--- src/design/srac_pkg.sv ---
// Shared types and constants for the sequential readahead controller.
// No dependencies; used by every module of the block.
package srac_pkg;

  localparam int SECTOR_SHIFT = 9;
  localparam int SECTOR_BYTES = 1 << SECTOR_SHIFT;
  localparam int DEFAULT_XFER_BYTES = 128 * 1024;

  localparam int LBA_W   = 32;
  localparam int CNT_W   = 13;
  localparam int BYTES_W = 21;

  localparam logic [CNT_W-1:0] XFER_DEFAULT = CNT_W'(DEFAULT_XFER_BYTES / SECTOR_BYTES);
  localparam logic [CNT_W-1:0] XFER_MIN     = CNT_W'(32);
  localparam logic [CNT_W-1:0] XFER_MAX     = CNT_W'(4096);

  localparam logic [1:0] REG_PART_START   = 2'd0;
  localparam logic [1:0] REG_PART_SECTORS = 2'd1;
  localparam logic [1:0] REG_XFER_LIMIT   = 2'd2;

  typedef enum logic [1:0] {
    ST_READ    = 2'd0,
    ST_WRITE   = 2'd1,
    ST_HIT     = 2'd2,
    ST_INVALID = 2'd3
  } status_t;

  typedef enum logic {
    FRONT_IDLE     = 1'b0,
    FRONT_CLASSIFY = 1'b1
  } front_state_t;

  typedef struct packed {
    logic [LBA_W-1:0] part_start;
    logic [LBA_W-1:0] part_sectors;
    logic [CNT_W-1:0] xfer_limit;
  } cfg_t;

  // One classified request, ready for the command issuer
  typedef struct packed {
    status_t          status;
    logic [LBA_W-1:0] lba;
    logic [CNT_W-1:0] total;
    logic [CNT_W-1:0] client;
    logic [CNT_W-1:0] offset;
    logic [CNT_W-1:0] xfer;
  } cmd_desc_t;

endpackage

--- src/design/srac_front.sv ---
// Front end: accepts requests, checks size, classifies hit/miss/write and
// keeps the readahead window. Depends on srac_pkg.
module srac_front (
  input  logic                           clk,
  input  logic                           rst_n,
  input  logic                           in_valid,
  output logic                           in_ready,
  input  logic                           in_mode,
  input  logic [srac_pkg::LBA_W-1:0]     in_record,
  input  logic [srac_pkg::BYTES_W-1:0]   in_byte_count,
  input  srac_pkg::cfg_t                 cfg,
  output logic                           push_valid,
  input  logic                           push_ready,
  output srac_pkg::cmd_desc_t            push_desc
);

  localparam int LW = srac_pkg::LBA_W;
  localparam int CW = srac_pkg::CNT_W;

  srac_pkg::front_state_t state_r, state_nxt;

  logic          mode_r;
  logic [LW-1:0] rec_r;
  logic [CW-1:0] n_r;
  logic [LW-1:0] lba_r;

  logic          win_valid_r, win_valid_nxt;
  logic [LW-1:0] win_start_r, win_start_nxt;
  logic [CW-1:0] win_count_r, win_count_nxt;

  logic [srac_pkg::BYTES_W:0] bytes_round;
  logic [CW-1:0] xfer;
  logic          bad_size;
  logic          hit;
  logic          seq;
  logic [LW-1:0] seq_at;
  logic          push_fire;

  assign bytes_round = {1'b0, in_byte_count} + (srac_pkg::BYTES_W+1)'(srac_pkg::SECTOR_BYTES - 1);

  always_comb begin
    if (cfg.xfer_limit == '0) begin
      xfer = srac_pkg::XFER_DEFAULT;
    end else if (cfg.xfer_limit < srac_pkg::XFER_MIN) begin
      xfer = srac_pkg::XFER_MIN;
    end else if (cfg.xfer_limit > srac_pkg::XFER_MAX) begin
      xfer = srac_pkg::XFER_MAX;
    end else begin
      xfer = cfg.xfer_limit;
    end
  end

  assign bad_size = (n_r == '0) ||
                    (({1'b0, rec_r} + {{(LW+1-CW){1'b0}}, n_r}) > {1'b0, cfg.part_sectors});
  assign hit = win_valid_r && (lba_r >= win_start_r) &&
               (({1'b0, lba_r} + {{(LW+1-CW){1'b0}}, n_r}) <=
                ({1'b0, win_start_r} + {{(LW+1-CW){1'b0}}, win_count_r}));
  assign seq_at = win_start_r + {{(LW-CW){1'b0}}, win_count_r};
  assign seq = (lba_r == seq_at) && (n_r <= (xfer >> 1)) &&
               (({1'b0, rec_r} + {{(LW+1-CW){1'b0}}, xfer}) <= {1'b0, cfg.part_sectors});

  always_comb begin
    push_desc        = '0;
    push_desc.xfer   = xfer;
    push_desc.status = srac_pkg::ST_INVALID;
    if (!bad_size) begin
      push_desc.lba   = lba_r;
      push_desc.total = n_r;
      if (mode_r) begin
        push_desc.status = srac_pkg::ST_WRITE;
      end else if (hit) begin
        push_desc.status = srac_pkg::ST_HIT;
        push_desc.client = n_r;
        push_desc.offset = CW'(lba_r - win_start_r);
      end else begin
        push_desc.status = srac_pkg::ST_READ;
        push_desc.client = n_r;
        if (seq) begin
          push_desc.total = xfer;
        end
      end
    end
  end

  always_comb begin
    state_nxt  = state_r;
    in_ready   = 1'b0;
    push_valid = 1'b0;
    case (state_r)
      srac_pkg::FRONT_IDLE: begin
        in_ready = 1'b1;
        if (in_valid) begin
          state_nxt = srac_pkg::FRONT_CLASSIFY;
        end
      end
      srac_pkg::FRONT_CLASSIFY: begin
        push_valid = 1'b1;
        if (push_ready) begin
          state_nxt = srac_pkg::FRONT_IDLE;
        end
      end
      default: state_nxt = srac_pkg::FRONT_IDLE;
    endcase
  end

  assign push_fire = push_valid && push_ready;

  // Window follows the request only once it has been handed to the queue
  always_comb begin
    win_valid_nxt = win_valid_r;
    win_start_nxt = win_start_r;
    win_count_nxt = win_count_r;
    if (push_fire && !bad_size) begin
      if (mode_r) begin
        if (win_valid_r) begin
          win_valid_nxt = 1'b0;
          win_count_nxt = '0;
        end
      end else if (!hit) begin
        if (seq) begin
          win_valid_nxt = 1'b1;
          win_start_nxt = lba_r + {{(LW-CW){1'b0}}, n_r};
          win_count_nxt = xfer - n_r;
        end else begin
          win_valid_nxt = 1'b0;
          win_start_nxt = lba_r;
          win_count_nxt = n_r;
        end
      end
    end
  end

  always_ff @(posedge clk) begin
    if (!rst_n) begin
      state_r     <= srac_pkg::FRONT_IDLE;
      win_valid_r <= 1'b0;
      win_start_r <= '0;
      win_count_r <= '0;
    end else begin
      state_r     <= state_nxt;
      win_valid_r <= win_valid_nxt;
      win_start_r <= win_start_nxt;
      win_count_r <= win_count_nxt;
    end
  end

  always_ff @(posedge clk) begin
    if (in_valid && in_ready) begin
      mode_r <= in_mode;
      rec_r  <= in_record;
      n_r    <= CW'(bytes_round >> srac_pkg::SECTOR_SHIFT);
      lba_r  <= cfg.part_start + in_record;
    end
  end

  // A valid window always holds readahead sectors
  a_window_nonempty: assert property (@(posedge clk) disable iff (!rst_n)
    win_valid_r |-> (win_count_r != '0))
    else $error("valid readahead window is empty");

endmodule

--- src/design/srac_queue.sv ---
// Two-entry queue of classified requests between front end and issuer.
// Depends on srac_pkg.
module srac_queue (
  input  logic                 clk,
  input  logic                 rst_n,
  input  logic                 push_valid,
  output logic                 push_ready,
  input  srac_pkg::cmd_desc_t  push_desc,
  output logic                 pop_valid,
  input  logic                 pop,
  output srac_pkg::cmd_desc_t  pop_desc
);

  localparam int DEPTH = 2;

  srac_pkg::cmd_desc_t slots_r [DEPTH];
  logic       wr_ptr_r, rd_ptr_r;
  logic [1:0] count_r;
  logic       do_push, do_pop;

  assign push_ready = (count_r != 2'(DEPTH));
  assign pop_valid  = (count_r != '0);
  assign pop_desc   = slots_r[rd_ptr_r];
  assign do_push    = push_valid && push_ready;
  assign do_pop     = pop && pop_valid;

  always_ff @(posedge clk) begin
    if (!rst_n) begin
      wr_ptr_r <= 1'b0;
      rd_ptr_r <= 1'b0;
      count_r  <= '0;
    end else begin
      if (do_push) begin
        wr_ptr_r <= ~wr_ptr_r;
      end
      if (do_pop) begin
        rd_ptr_r <= ~rd_ptr_r;
      end
      count_r <= count_r + 2'(do_push) - 2'(do_pop);
    end
  end

  always_ff @(posedge clk) begin
    if (do_push) begin
      slots_r[wr_ptr_r] <= push_desc;
    end
  end

  a_count_bound: assert property (@(posedge clk) disable iff (!rst_n)
    count_r <= 2'(DEPTH))
    else $error("queue count out of range");

endmodule

--- src/design/srac_back.sv ---
// Command issuer: splits each queued request into disk commands, one per
// cycle unless out_ready stalls it, into the output register. Depends on srac_pkg.
module srac_back #(
  parameter int MAX_CHUNKS = 64
) (
  input  logic                         clk,
  input  logic                         rst_n,
  input  logic                         q_valid,
  input  srac_pkg::cmd_desc_t          q_desc,
  output logic                         q_pop,
  output logic                         out_valid,
  input  logic                         out_ready,
  output logic [1:0]                   out_status,
  output logic [srac_pkg::LBA_W-1:0]   out_disk_lba,
  output logic [srac_pkg::CNT_W-1:0]   out_sector_count,
  output logic [srac_pkg::CNT_W-1:0]   out_client_sectors,
  output logic [srac_pkg::CNT_W-1:0]   out_cache_offset,
  output logic                         out_last
);

  localparam int LW = srac_pkg::LBA_W;
  localparam int CW = srac_pkg::CNT_W;
  localparam int KW = (MAX_CHUNKS > 1) ? $clog2(MAX_CHUNKS) : 1;
  localparam logic [KW-1:0] K_LAST = KW'(MAX_CHUNKS - 1);

  logic [CW-1:0] off_r;
  logic [KW-1:0] k_r;
  logic          out_valid_r;
  logic [1:0]    status_r;
  logic [LW-1:0] lba_r;
  logic [CW-1:0] count_r, client_r, offset_r;
  logic          last_r;

  logic          single;
  logic [CW-1:0] rem;
  logic          final_chunk;
  logic [CW-1:0] chunk;
  logic [CW-1:0] client_left;
  logic [CW-1:0] chunk_client;
  logic          load;

  assign single = (q_desc.status == srac_pkg::ST_HIT) ||
                  (q_desc.status == srac_pkg::ST_INVALID);
  assign rem         = q_desc.total - off_r;
  assign final_chunk = single || (k_r == K_LAST) || (rem <= q_desc.xfer);
  assign chunk       = (final_chunk) ? rem : q_desc.xfer;
  assign client_left = q_desc.client - off_r;

  always_comb begin
    chunk_client = '0;
    if (q_desc.status == srac_pkg::ST_READ && off_r < q_desc.client) begin
      chunk_client = (client_left > chunk) ? chunk : client_left;
    end
  end

  assign load  = q_valid && (!out_valid_r || out_ready);
  assign q_pop = load && final_chunk;

  always_ff @(posedge clk) begin
    if (!rst_n) begin
      out_valid_r <= 1'b0;
      off_r       <= '0;
      k_r         <= '0;
    end else begin
      if (load) begin
        out_valid_r <= 1'b1;
      end else if (out_ready) begin
        out_valid_r <= 1'b0;
      end
      if (q_pop) begin
        off_r <= '0;
        k_r   <= '0;
      end else if (load) begin
        off_r <= off_r + chunk;
        k_r   <= k_r + KW'(1);
      end
    end
  end

  always_ff @(posedge clk) begin
    if (load) begin
      status_r <= q_desc.status;
      last_r   <= final_chunk;
      if (single) begin
        lba_r    <= q_desc.lba;
        count_r  <= q_desc.total;
        client_r <= q_desc.client;
        offset_r <= q_desc.offset;
      end else begin
        lba_r    <= q_desc.lba + {{(LW-CW){1'b0}}, off_r};
        count_r  <= chunk;
        client_r <= chunk_client;
        offset_r <= '0;
      end
    end
  end

  assign out_valid          = out_valid_r;
  assign out_status         = status_r;
  assign out_disk_lba       = lba_r;
  assign out_sector_count   = count_r;
  assign out_client_sectors = client_r;
  assign out_cache_offset   = offset_r;
  assign out_last           = last_r;

  // Chunk walk never runs past the end of the transfer
  a_off_in_range: assert property (@(posedge clk) disable iff (!rst_n)
    (q_valid && !single) |-> (off_r < q_desc.total))
    else $error("chunk offset past transfer end");

  // Offset counter is idle whenever nothing is queued
  a_idle_clear: assert property (@(posedge clk) disable iff (!rst_n)
    !q_valid |-> (off_r == '0 && k_r == '0))
    else $error("chunk counters not cleared between requests");

  // A write command never hands sectors to the requester
  a_write_no_client: assert property (@(posedge clk) disable iff (!rst_n)
    (load && q_desc.status == srac_pkg::ST_WRITE) |=> (client_r == '0))
    else $error("write command carries client sectors");

endmodule

--- src/design/sequential_readahead_controller_top.sv ---
// Top level of the sequential readahead controller: configuration
// registers, front end, request queue and command issuer.
// Depends on srac_pkg, srac_front, srac_queue, srac_back.
//
// Usage: requests (mode, record, byte_count) enter on the in_ channel with
// a valid/ready handshake; each request yields one or more results on the
// out_ channel, the final one flagged by out_last. Reads that hit the
// readahead window and rejected requests give a single result; misses and
// writes give one disk command per chunk of at most the transfer size; the
// last allowed chunk takes the rest. Timing: the front end captures a
// request, then classifies it and hands it to the queue; the first result
// of a request passes the capture registers, a queue slot and the output
// register. The issuer puts out one result per cycle while out_ready does
// not stall it, so a request with several results holds the issuer until
// its last chunk is out. A two-entry queue lets the front end classify the
// next request while the issuer is still busy.
// When out_ready is low the output register holds; the issuer and then
// the queue fill, and in_ready falls. Reset (synchronous, rst_n low)
// clears the window and restores the register defaults; there is no
// clearing pass. Write cfg_ registers only while the block is idle.
module sequential_readahead_controller_top #(
  parameter int MAX_CHUNKS = 64
) (
  input  logic                         clk,
  input  logic                         rst_n,
  input  logic                         cfg_we,
  input  logic [1:0]                   cfg_index,
  input  logic [31:0]                  cfg_wdata,
  input  logic                         in_valid,
  output logic                         in_ready,
  input  logic                         in_mode,
  input  logic [srac_pkg::LBA_W-1:0]   in_record,
  input  logic [srac_pkg::BYTES_W-1:0] in_byte_count,
  output logic                         out_valid,
  input  logic                         out_ready,
  output logic [1:0]                   out_status,
  output logic [srac_pkg::LBA_W-1:0]   out_disk_lba,
  output logic [srac_pkg::CNT_W-1:0]   out_sector_count,
  output logic [srac_pkg::CNT_W-1:0]   out_client_sectors,
  output logic [srac_pkg::CNT_W-1:0]   out_cache_offset,
  output logic                         out_last
);

  srac_pkg::cfg_t      cfg_r;
  srac_pkg::cmd_desc_t push_desc, pop_desc;
  logic                push_valid, push_ready;
  logic                pop_valid, pop;

  always_ff @(posedge clk) begin
    if (!rst_n) begin
      cfg_r.part_start   <= '0;
      cfg_r.part_sectors <= '0;
      cfg_r.xfer_limit   <= srac_pkg::CNT_W'(256);
    end else if (cfg_we) begin
      case (cfg_index)
        srac_pkg::REG_PART_START:   cfg_r.part_start   <= cfg_wdata;
        srac_pkg::REG_PART_SECTORS: cfg_r.part_sectors <= cfg_wdata;
        srac_pkg::REG_XFER_LIMIT:   cfg_r.xfer_limit   <= cfg_wdata[srac_pkg::CNT_W-1:0];
        default: ;
      endcase
    end
  end

  srac_front u_front (
    .clk           (clk),
    .rst_n         (rst_n),
    .in_valid      (in_valid),
    .in_ready      (in_ready),
    .in_mode       (in_mode),
    .in_record     (in_record),
    .in_byte_count (in_byte_count),
    .cfg           (cfg_r),
    .push_valid    (push_valid),
    .push_ready    (push_ready),
    .push_desc     (push_desc)
  );

  srac_queue u_queue (
    .clk        (clk),
    .rst_n      (rst_n),
    .push_valid (push_valid),
    .push_ready (push_ready),
    .push_desc  (push_desc),
    .pop_valid  (pop_valid),
    .pop        (pop),
    .pop_desc   (pop_desc)
  );

  srac_back #(
    .MAX_CHUNKS (MAX_CHUNKS)
  ) u_back (
    .clk                (clk),
    .rst_n              (rst_n),
    .q_valid            (pop_valid),
    .q_desc             (pop_desc),
    .q_pop              (pop),
    .out_valid          (out_valid),
    .out_ready          (out_ready),
    .out_status         (out_status),
    .out_disk_lba       (out_disk_lba),
    .out_sector_count   (out_sector_count),
    .out_client_sectors (out_client_sectors),
    .out_cache_offset   (out_cache_offset),
    .out_last           (out_last)
  );

endmodule

--- config.mk ---
export PLATFORM = sky130hd
export DESIGN_NAME = sequential_readahead_controller_top
export DESIGN_NICKNAME = d
export VERILOG_FILES = /design/src/design/srac_pkg.sv /design/src/design/srac_front.sv /design/src/design/srac_queue.sv /design/src/design/srac_back.sv /design/src/design/sequential_readahead_controller_top.sv
export SDC_FILE = /design/constraint.sdc
export NUM_CORES = 1
export LEC_CHECK = 0
export BUFFER_PORTS_ARGS = -buffer_cell sky130_fd_sc_hd__buf_2
export CORE_AREA = 2 2 307 309
export CTS_BUF_LIST = sky130_fd_sc_hd__clkbuf_4
export DETAILED_ROUTE_END_ITERATION = 12
export DIE_AREA = 0 0 309 311
export GPL_TIMING_DRIVEN = 0
export SYNTH_ARGS = -nofsm -noshare
export SYNTH_HDL_FRONTEND = slang
export SYNTH_SLANG_ARGS = --single-unit
export TNS_END_PERCENT = 50
--- constraint.sdc ---
create_clock -name clk -period 9.55 [get_ports clk]
set_input_delay 1.91 -clock clk [delete_from_list [all_inputs] [get_ports clk]]
set_output_delay 1.91 -clock clk [all_outputs]
set_load 0.1 [all_outputs]
; ---- After elaboration in Yosys (flattened, before gate mapping)
; Memories as Yosys holds them, arrays and structs flattened. A register that Yosys moved wholly into a read port is not among the register bits.
; Cells that the tools add are included.
[classes]
n_addsub = 17
magnitude_cmp = 10
eq_ne = 9
n_mux = 35
bitwise_logic = 6
reduce_logical = 31
[op_table]
columns = op, count
row1 = $mux 13, 15
row2 = $add 32x13->33, 4
row3 = $add 32x13->32, 3
row4 = $mux 73, 1
row5 = $mux 32, 2
row6 = $sub 13x13->13, 4
row7 = $mux 39, 1
row8 = $gt 33x32->1, 1
row9 = $le 33x32->1, 1
row10 = $le 33x33->1, 1
row11 = $add 32x32->32, 1
row12 = $eq 32x32->1, 1
row13 = $ge 32x32->1, 1
row14 = $logic_not 13->1, 2
row15 = $add 21x9->22 const B, 1
row16 = $add 13x13->13, 1
row17 = $gt 13x13->1, 1
row18 = $gt 13x13->1 const B, 1
row19 = $le 13x12->1, 1
row20 = $le 13x13->1, 1
row21 = $lt 13x13->1, 1
row22 = $lt 13x6->1 const B, 1
row23 = $mux 1, 13
row24 = $logic_and 1x1->1, 11
row25 = other kinds (18), 38
[totals]
ff_bits = 300
mem_bits_rw = 172
in_bits = 93
output_inout_bits = 76
memories = 1
[mem_list]
columns = memory, words, word_bits, rd, rd_ports_with_merged_regs, wr, line_no
row1 = u_queue.slots_r, 2, 86, 1, 1, 1, srac_queue.sv:16  ; srac_pkg::cmd_desc_t slots_r [DEPTH];

; ---- Logic depth before layout (Yosys ltp)
[depth]
word_depth = 11
mapped_depth = 39

; ---- Hierarchy
; A second synthesis with hierarchy kept.
[unflattened]
hier_cells = 3310
area_unflattened_um2 = 32596.3
[by_module_without_submodules]
columns = mod, n_inst, cells_per_inst, area_per_inst_um2, seq_area_each_um2
row1 = srac_front, 1, 1949, 15807.7, 3283.1
row2 = srac_back, 1, 775, 7143.1, 2622.5
row3 = srac_queue, 1, 298, 6680.2, 5265.0
row4 = sequential_readahead_controller_top, 1, 288, 2965.3, 1541.5

; ---- Least setup slack after synthesis
; Ideal clock, no wire load.
[synth_timing]
kind = reg-to-reg
from = register with a tool-made name
to = register u_back.client_r[10] (netlist: u_back.out_client_sectors[10]) (data pin)
setup_time_ps = 267
arrival_time_ps = 8528
required_time_ps = 9283
slack_ps = 755
stages_incl_launch_ff = 39
period_less_slack_ps = 8795
cell_sequence = dfxtp_1 clkbuf_1 buf_1 buf_1 clkbuf_1 clkbuf_1 buf_1 mux2i_1 ha_1 inv_1 fa_1 a21o_1 a21oi_1 o21ai_0 a31oi_1 xnor2_1 ha_1 and4_1 [... 3 more ...] a221oi_1 clkbuf_1 nor2_1 a21oi_1 inv_1 ha_1 nor2b_1 o21a_1 o21ai_0 nand2b_1 a21oi_1 o211ai_1 a221o_1 o41a_1 clkbuf_1 inv_1 mux2i_1 o21ai_0
[synth_rtl]
columns = element, line_no
row1 = end signal: assignment, srac_back.sv:87  ; client_r <= q_desc.client;
row2 = end signal: assignment, srac_back.sv:92  ; client_r <= chunk_client;
row3 = end: declaration, srac_back.sv:31  ; logic [CW-1:0] count_r, client_r, offset_r;

==> metrics.yaml <==
setup_path:
  startpoint_type: "flip-flop"
  ff2ff_setup_slack_ns: 0.60
  cp.buffers_inverters: 3
  crit_type: "reg -> reg"
  cpPeakStageDelay_ns: 0.65
  required_ns: 10.30
  critPathMaxFanout: 10
  crit_top_cell: "nor2_1"
  r2r-start: "cfg_r[8]$_SDFFE_PN1P_"
  critPathCaptureType: "flip-flop"
  rr_worst_depth: 30
  arrival_ns: 9.70
  path_delay_family: "simple AND/OR/NAND/NOR gates"
  crit_slowest_cell: "or4_1"
  r2r_end: "u_queue.slots_r[0][45]$_DFFE_PP_"
routing:
  wl_per_cell_um: 20.3
  via_count: 27122
  route.detailed.drc: 0
  postRouteAntennaNets: 0
  dr.pass1.iters: 5
  wirelength_mm: 103
  vias_per_cell: 5.33
  drtIter0Drc: 1970
logic_synthesis:
  synth_edf_count: 324
  postSynthAreaPerCell_um2: 9.48
  synth_fp_nets: 3828
  synthCells: 3409
  synth.distinct_cells: 100
  async_reset_ff_share_pct: 0
  synth_ff_type: "edfxtp_1"
  yosysSeqAreaShare_pct: 39.3
  synth_area_um2: 32300
  ys_warn_count: 0
  synth-seq-cells: 473
floorplanning:
  die_w_um: 309
  core-area_um2: 92800
  start_util_pct: 34.8
  rows: 112
  ioPinCount: 169
  die_h_um: 311
  dieArea_um2: 96100
sta:
  holdWs_ns: 0.453
  finalHoldViolCount: 0
  clock_skew_ns: 0.0774
  fin_tns_setup_ns: 0
  tightestPinTransition_ns: 1.16
  post-route-min-period_ns: 8.95
  timing.fmax_ghz: 0.112
  final.period_utilization_pct: 93.7
  slew_headroom_pct: 22.7
  setup_viol_count_final: 0
  rsz0062_at_grt: "no"
  maxSlewViolCount: 0
hold_path:
  hold_path.startpoint: "cfg_r[37]$_SDFFE_PN0P_"
  hold_path_end: "cfg_r[37]$_SDFFE_PN0P_"
  hold_class: "reg -> reg"
  whs_path_depth: 2
global_route:
  use_met2_pct: 34.7
  track_usage_pct: 21.3
  antenna_found_initial: 7
  grt_most_used_layer: "met2"
  use_met3_pct: 3.45
  grt_pass1_wl_mm: 155
  met1_usage_pct: 28.1
  grt_start_max_net_pins: 46
  grt_remaining_overflow: 0
  grt_pass1_vias: 26257
clock_tree:
  cts_buffers: 137
  cts-htree-levels: 4
  cts.path.max_buffers: 3
  clkTransAtPathRegs_ns: 0.06
  clock_latency_ns: 1.05
  root_buffer: "clkbuf_4"
  cts.sinks: 473
  cts_setup_buffers: 0
  cts_tree: "yes"
layout:
  multi_input_area_um2: 18400
  drive_above_1_share_pct: 14.3
  seq_area_um2: 12700
  area.growth.synth_to_final_pct: 14.1
  instances_no_fill: 5092
  final_nets: 4144
  final_util_pct: 39.8
  design_area_um2: 36900
  fillers: 9416
pwr:
  p_leak_nw: 14.4
  ir_worst_vdd_v: 0.000225
  p_per_area_nw_per_um2: 283
placement:
  dp.cells: 4843
  portBuffers: 168
  gp_congestion: 0.958
  dp_hpwl_mm: 81.9
  place_area_um2: 35000
run:
  cap_viol_max_count: 0
status:
  status: "complete, no violations"
-- cell usage in the layout, fill, tap and decap left out, drive strengths merged, types with 19 or more instances in the layout --
cell	n
mux2	46
a21oi	316
a21o	82
mux2i	71
nand3	70
clkinv	37
buf	208
dfxtp	149
o21bai	27
o21ai	109
nand2	361
nand2b	25
xor2	94
inv	210
o211ai	19
nor2	255
nor3	73
or2	24
nand4	74
edfxtp	324
clkbuf	301
and2	49
nor4	25
a2111oi	20
or3	23
xnor2	174
o21a	29
nor2b	39
a211oi	29
ha	315
and3	33
-- cell families (layout without fill, tap and decap cells) --
logic type               count (synthesis)  count (layout)  synth area share [%]
other                                    0               7                     0
adder cells (fa/ha/maj)                326             326                  12.9
flip-flops                             473             473                  39.3
multiplexers                           117             117                  3.80
XOR/XNOR                               277             277                  7.97
AND/OR/NAND/NOR                       1112            1112                  16.8
buffers and inverters                  339             761                  4.13
AO/OA/AOI/OAI                          765             765                  15.1
-- worst register-to-register path, delay by kind of cell (launching register included) --
kind | cells | cell delay [ns]
and+or+nand+nor | 16 | 4.55
AOI/OAI and AO/OA | 6 | 1.75
adders and majority gates | 3 | 0.98
buffers and inverters | 3 | 0.67
DFF | 1 | 0.32
muxes | 1 | 0.28
xor gates and xnor gates | 1 | 0.15
-- cell usage after synthesis (17+ instances only) --
master	count	share of area, %
a211oi_1	28	0.65
a21o_1	82	1.9
a21oi_1	315	4.9
a31oi_1	17	0.33
and2_1	49	0.95
and3_1	33	0.64
clkbuf_1	104	1.2
dfxtp_1	149	9.2
edfxtp_1	324	30
ha_1	315	12
inv_1	201	2.3
mux2_2	46	1.6
mux2i_1	71	2.2
nand2_1	361	4.2
nand2b_1	25	0.48
nand3_1	69	1.1
nand4_1	72	1.4
nor2_1	254	2.9
nor2b_1	39	0.75
nor3_1	71	1.1
nor4_1	24	0.46
o211ai_1	19	0.44
o21a_1	29	0.67
o21ai_0	104	1.6
o21bai_1	27	0.63
or2_2	23	0.45
or3_1	22	0.43
xnor2_1	172	4.7
xor2_1	94	2.5
-- report_power, final --
part           switching, mW  leakage, nW  internal, mW  total, mW
clock                  0.951         1.08          1.08       2.03
sequential             0.200         4.28          2.60       2.80
combinational           3.71         9.04          1.89       5.61
-- sequential cells by signal, indices dropped and copies added (netlist names), 6 cells and up, named ones only --
name                       cells
cfg_r                         77
u_back.k_r                     6
u_back.off_r                  13
u_back.out_cache_offset       13
u_back.out_client_sectors     13
u_back.out_disk_lba           32
u_back.out_sector_count       13
u_front.lba_r                 32
u_front.n_r                   13
u_front.rec_r                 32
u_front.win_count_r           13
u_front.win_start_r           32
u_queue.slots_r              172
-- metal layers --
layer	up-vias	part of all wire [%]
met3	202	6.4
met4	4	3.4
met5	-	0.026
met2	920	47
li1	13124	-
met1	12872	43
-- area by class of cell --
class / instances / share of cell area (%)
timing repair buffer: 180 / 2.85
tap: 1254 / 4.25
multi-input combinational: 2597 / 49.8
sequential: 473 / 34.5
antenna: 7 / 0.0475
clock buffer: 198 / 4.03
buffer: 131 / 1.58
clock inverter: 47 / 0.939
inverter: 205 / 2.09
-- through the flow --
| stage | setup WS [ns] | power (mW) |
|---|---|---|
| floorplan | 0.755 | 7.02 |
| global placement | -2.70 | 8.36 |
| detailed placement | -2.72 | 8.39 |
| CTS | 0.0904 | 10.5 |
| global route | 0.121 | 11.2 |
| finish | 0.599 | 10.4 |
-- timing repair --
action,in CTS,in global routing
resized for setup,19,8
endpoints found under the setup margin,43,40
hold buffers,0,0
-- worst max-delay path by stage --
stage	from	to	slack, ns	depth (start not counted)
global placement	flip-flop	u_back.out_client_sectors[7]$_DFFE_PP_	-2.70	38
global route	cfg_r[8]$_SDFFE_PN1P_	u_front.win_count_r[4]$_SDFFE_PN0P_	0.12	30
detailed placement	flip-flop	u_back.out_client_sectors[7]$_DFFE_PP_	-2.72	38
floorplan	flip-flop	u_back.out_client_sectors[10]$_DFFE_PP_	0.76	38
finish	cfg_r[8]$_SDFFE_PN1P_	u_queue.slots_r[0][45]$_DFFE_PP_	0.60	30
CTS	flip-flop	u_back.out_client_sectors[7]$_DFFE_PP_	0.09	36
Note: power is estimated with default switching activity, not from simulation.
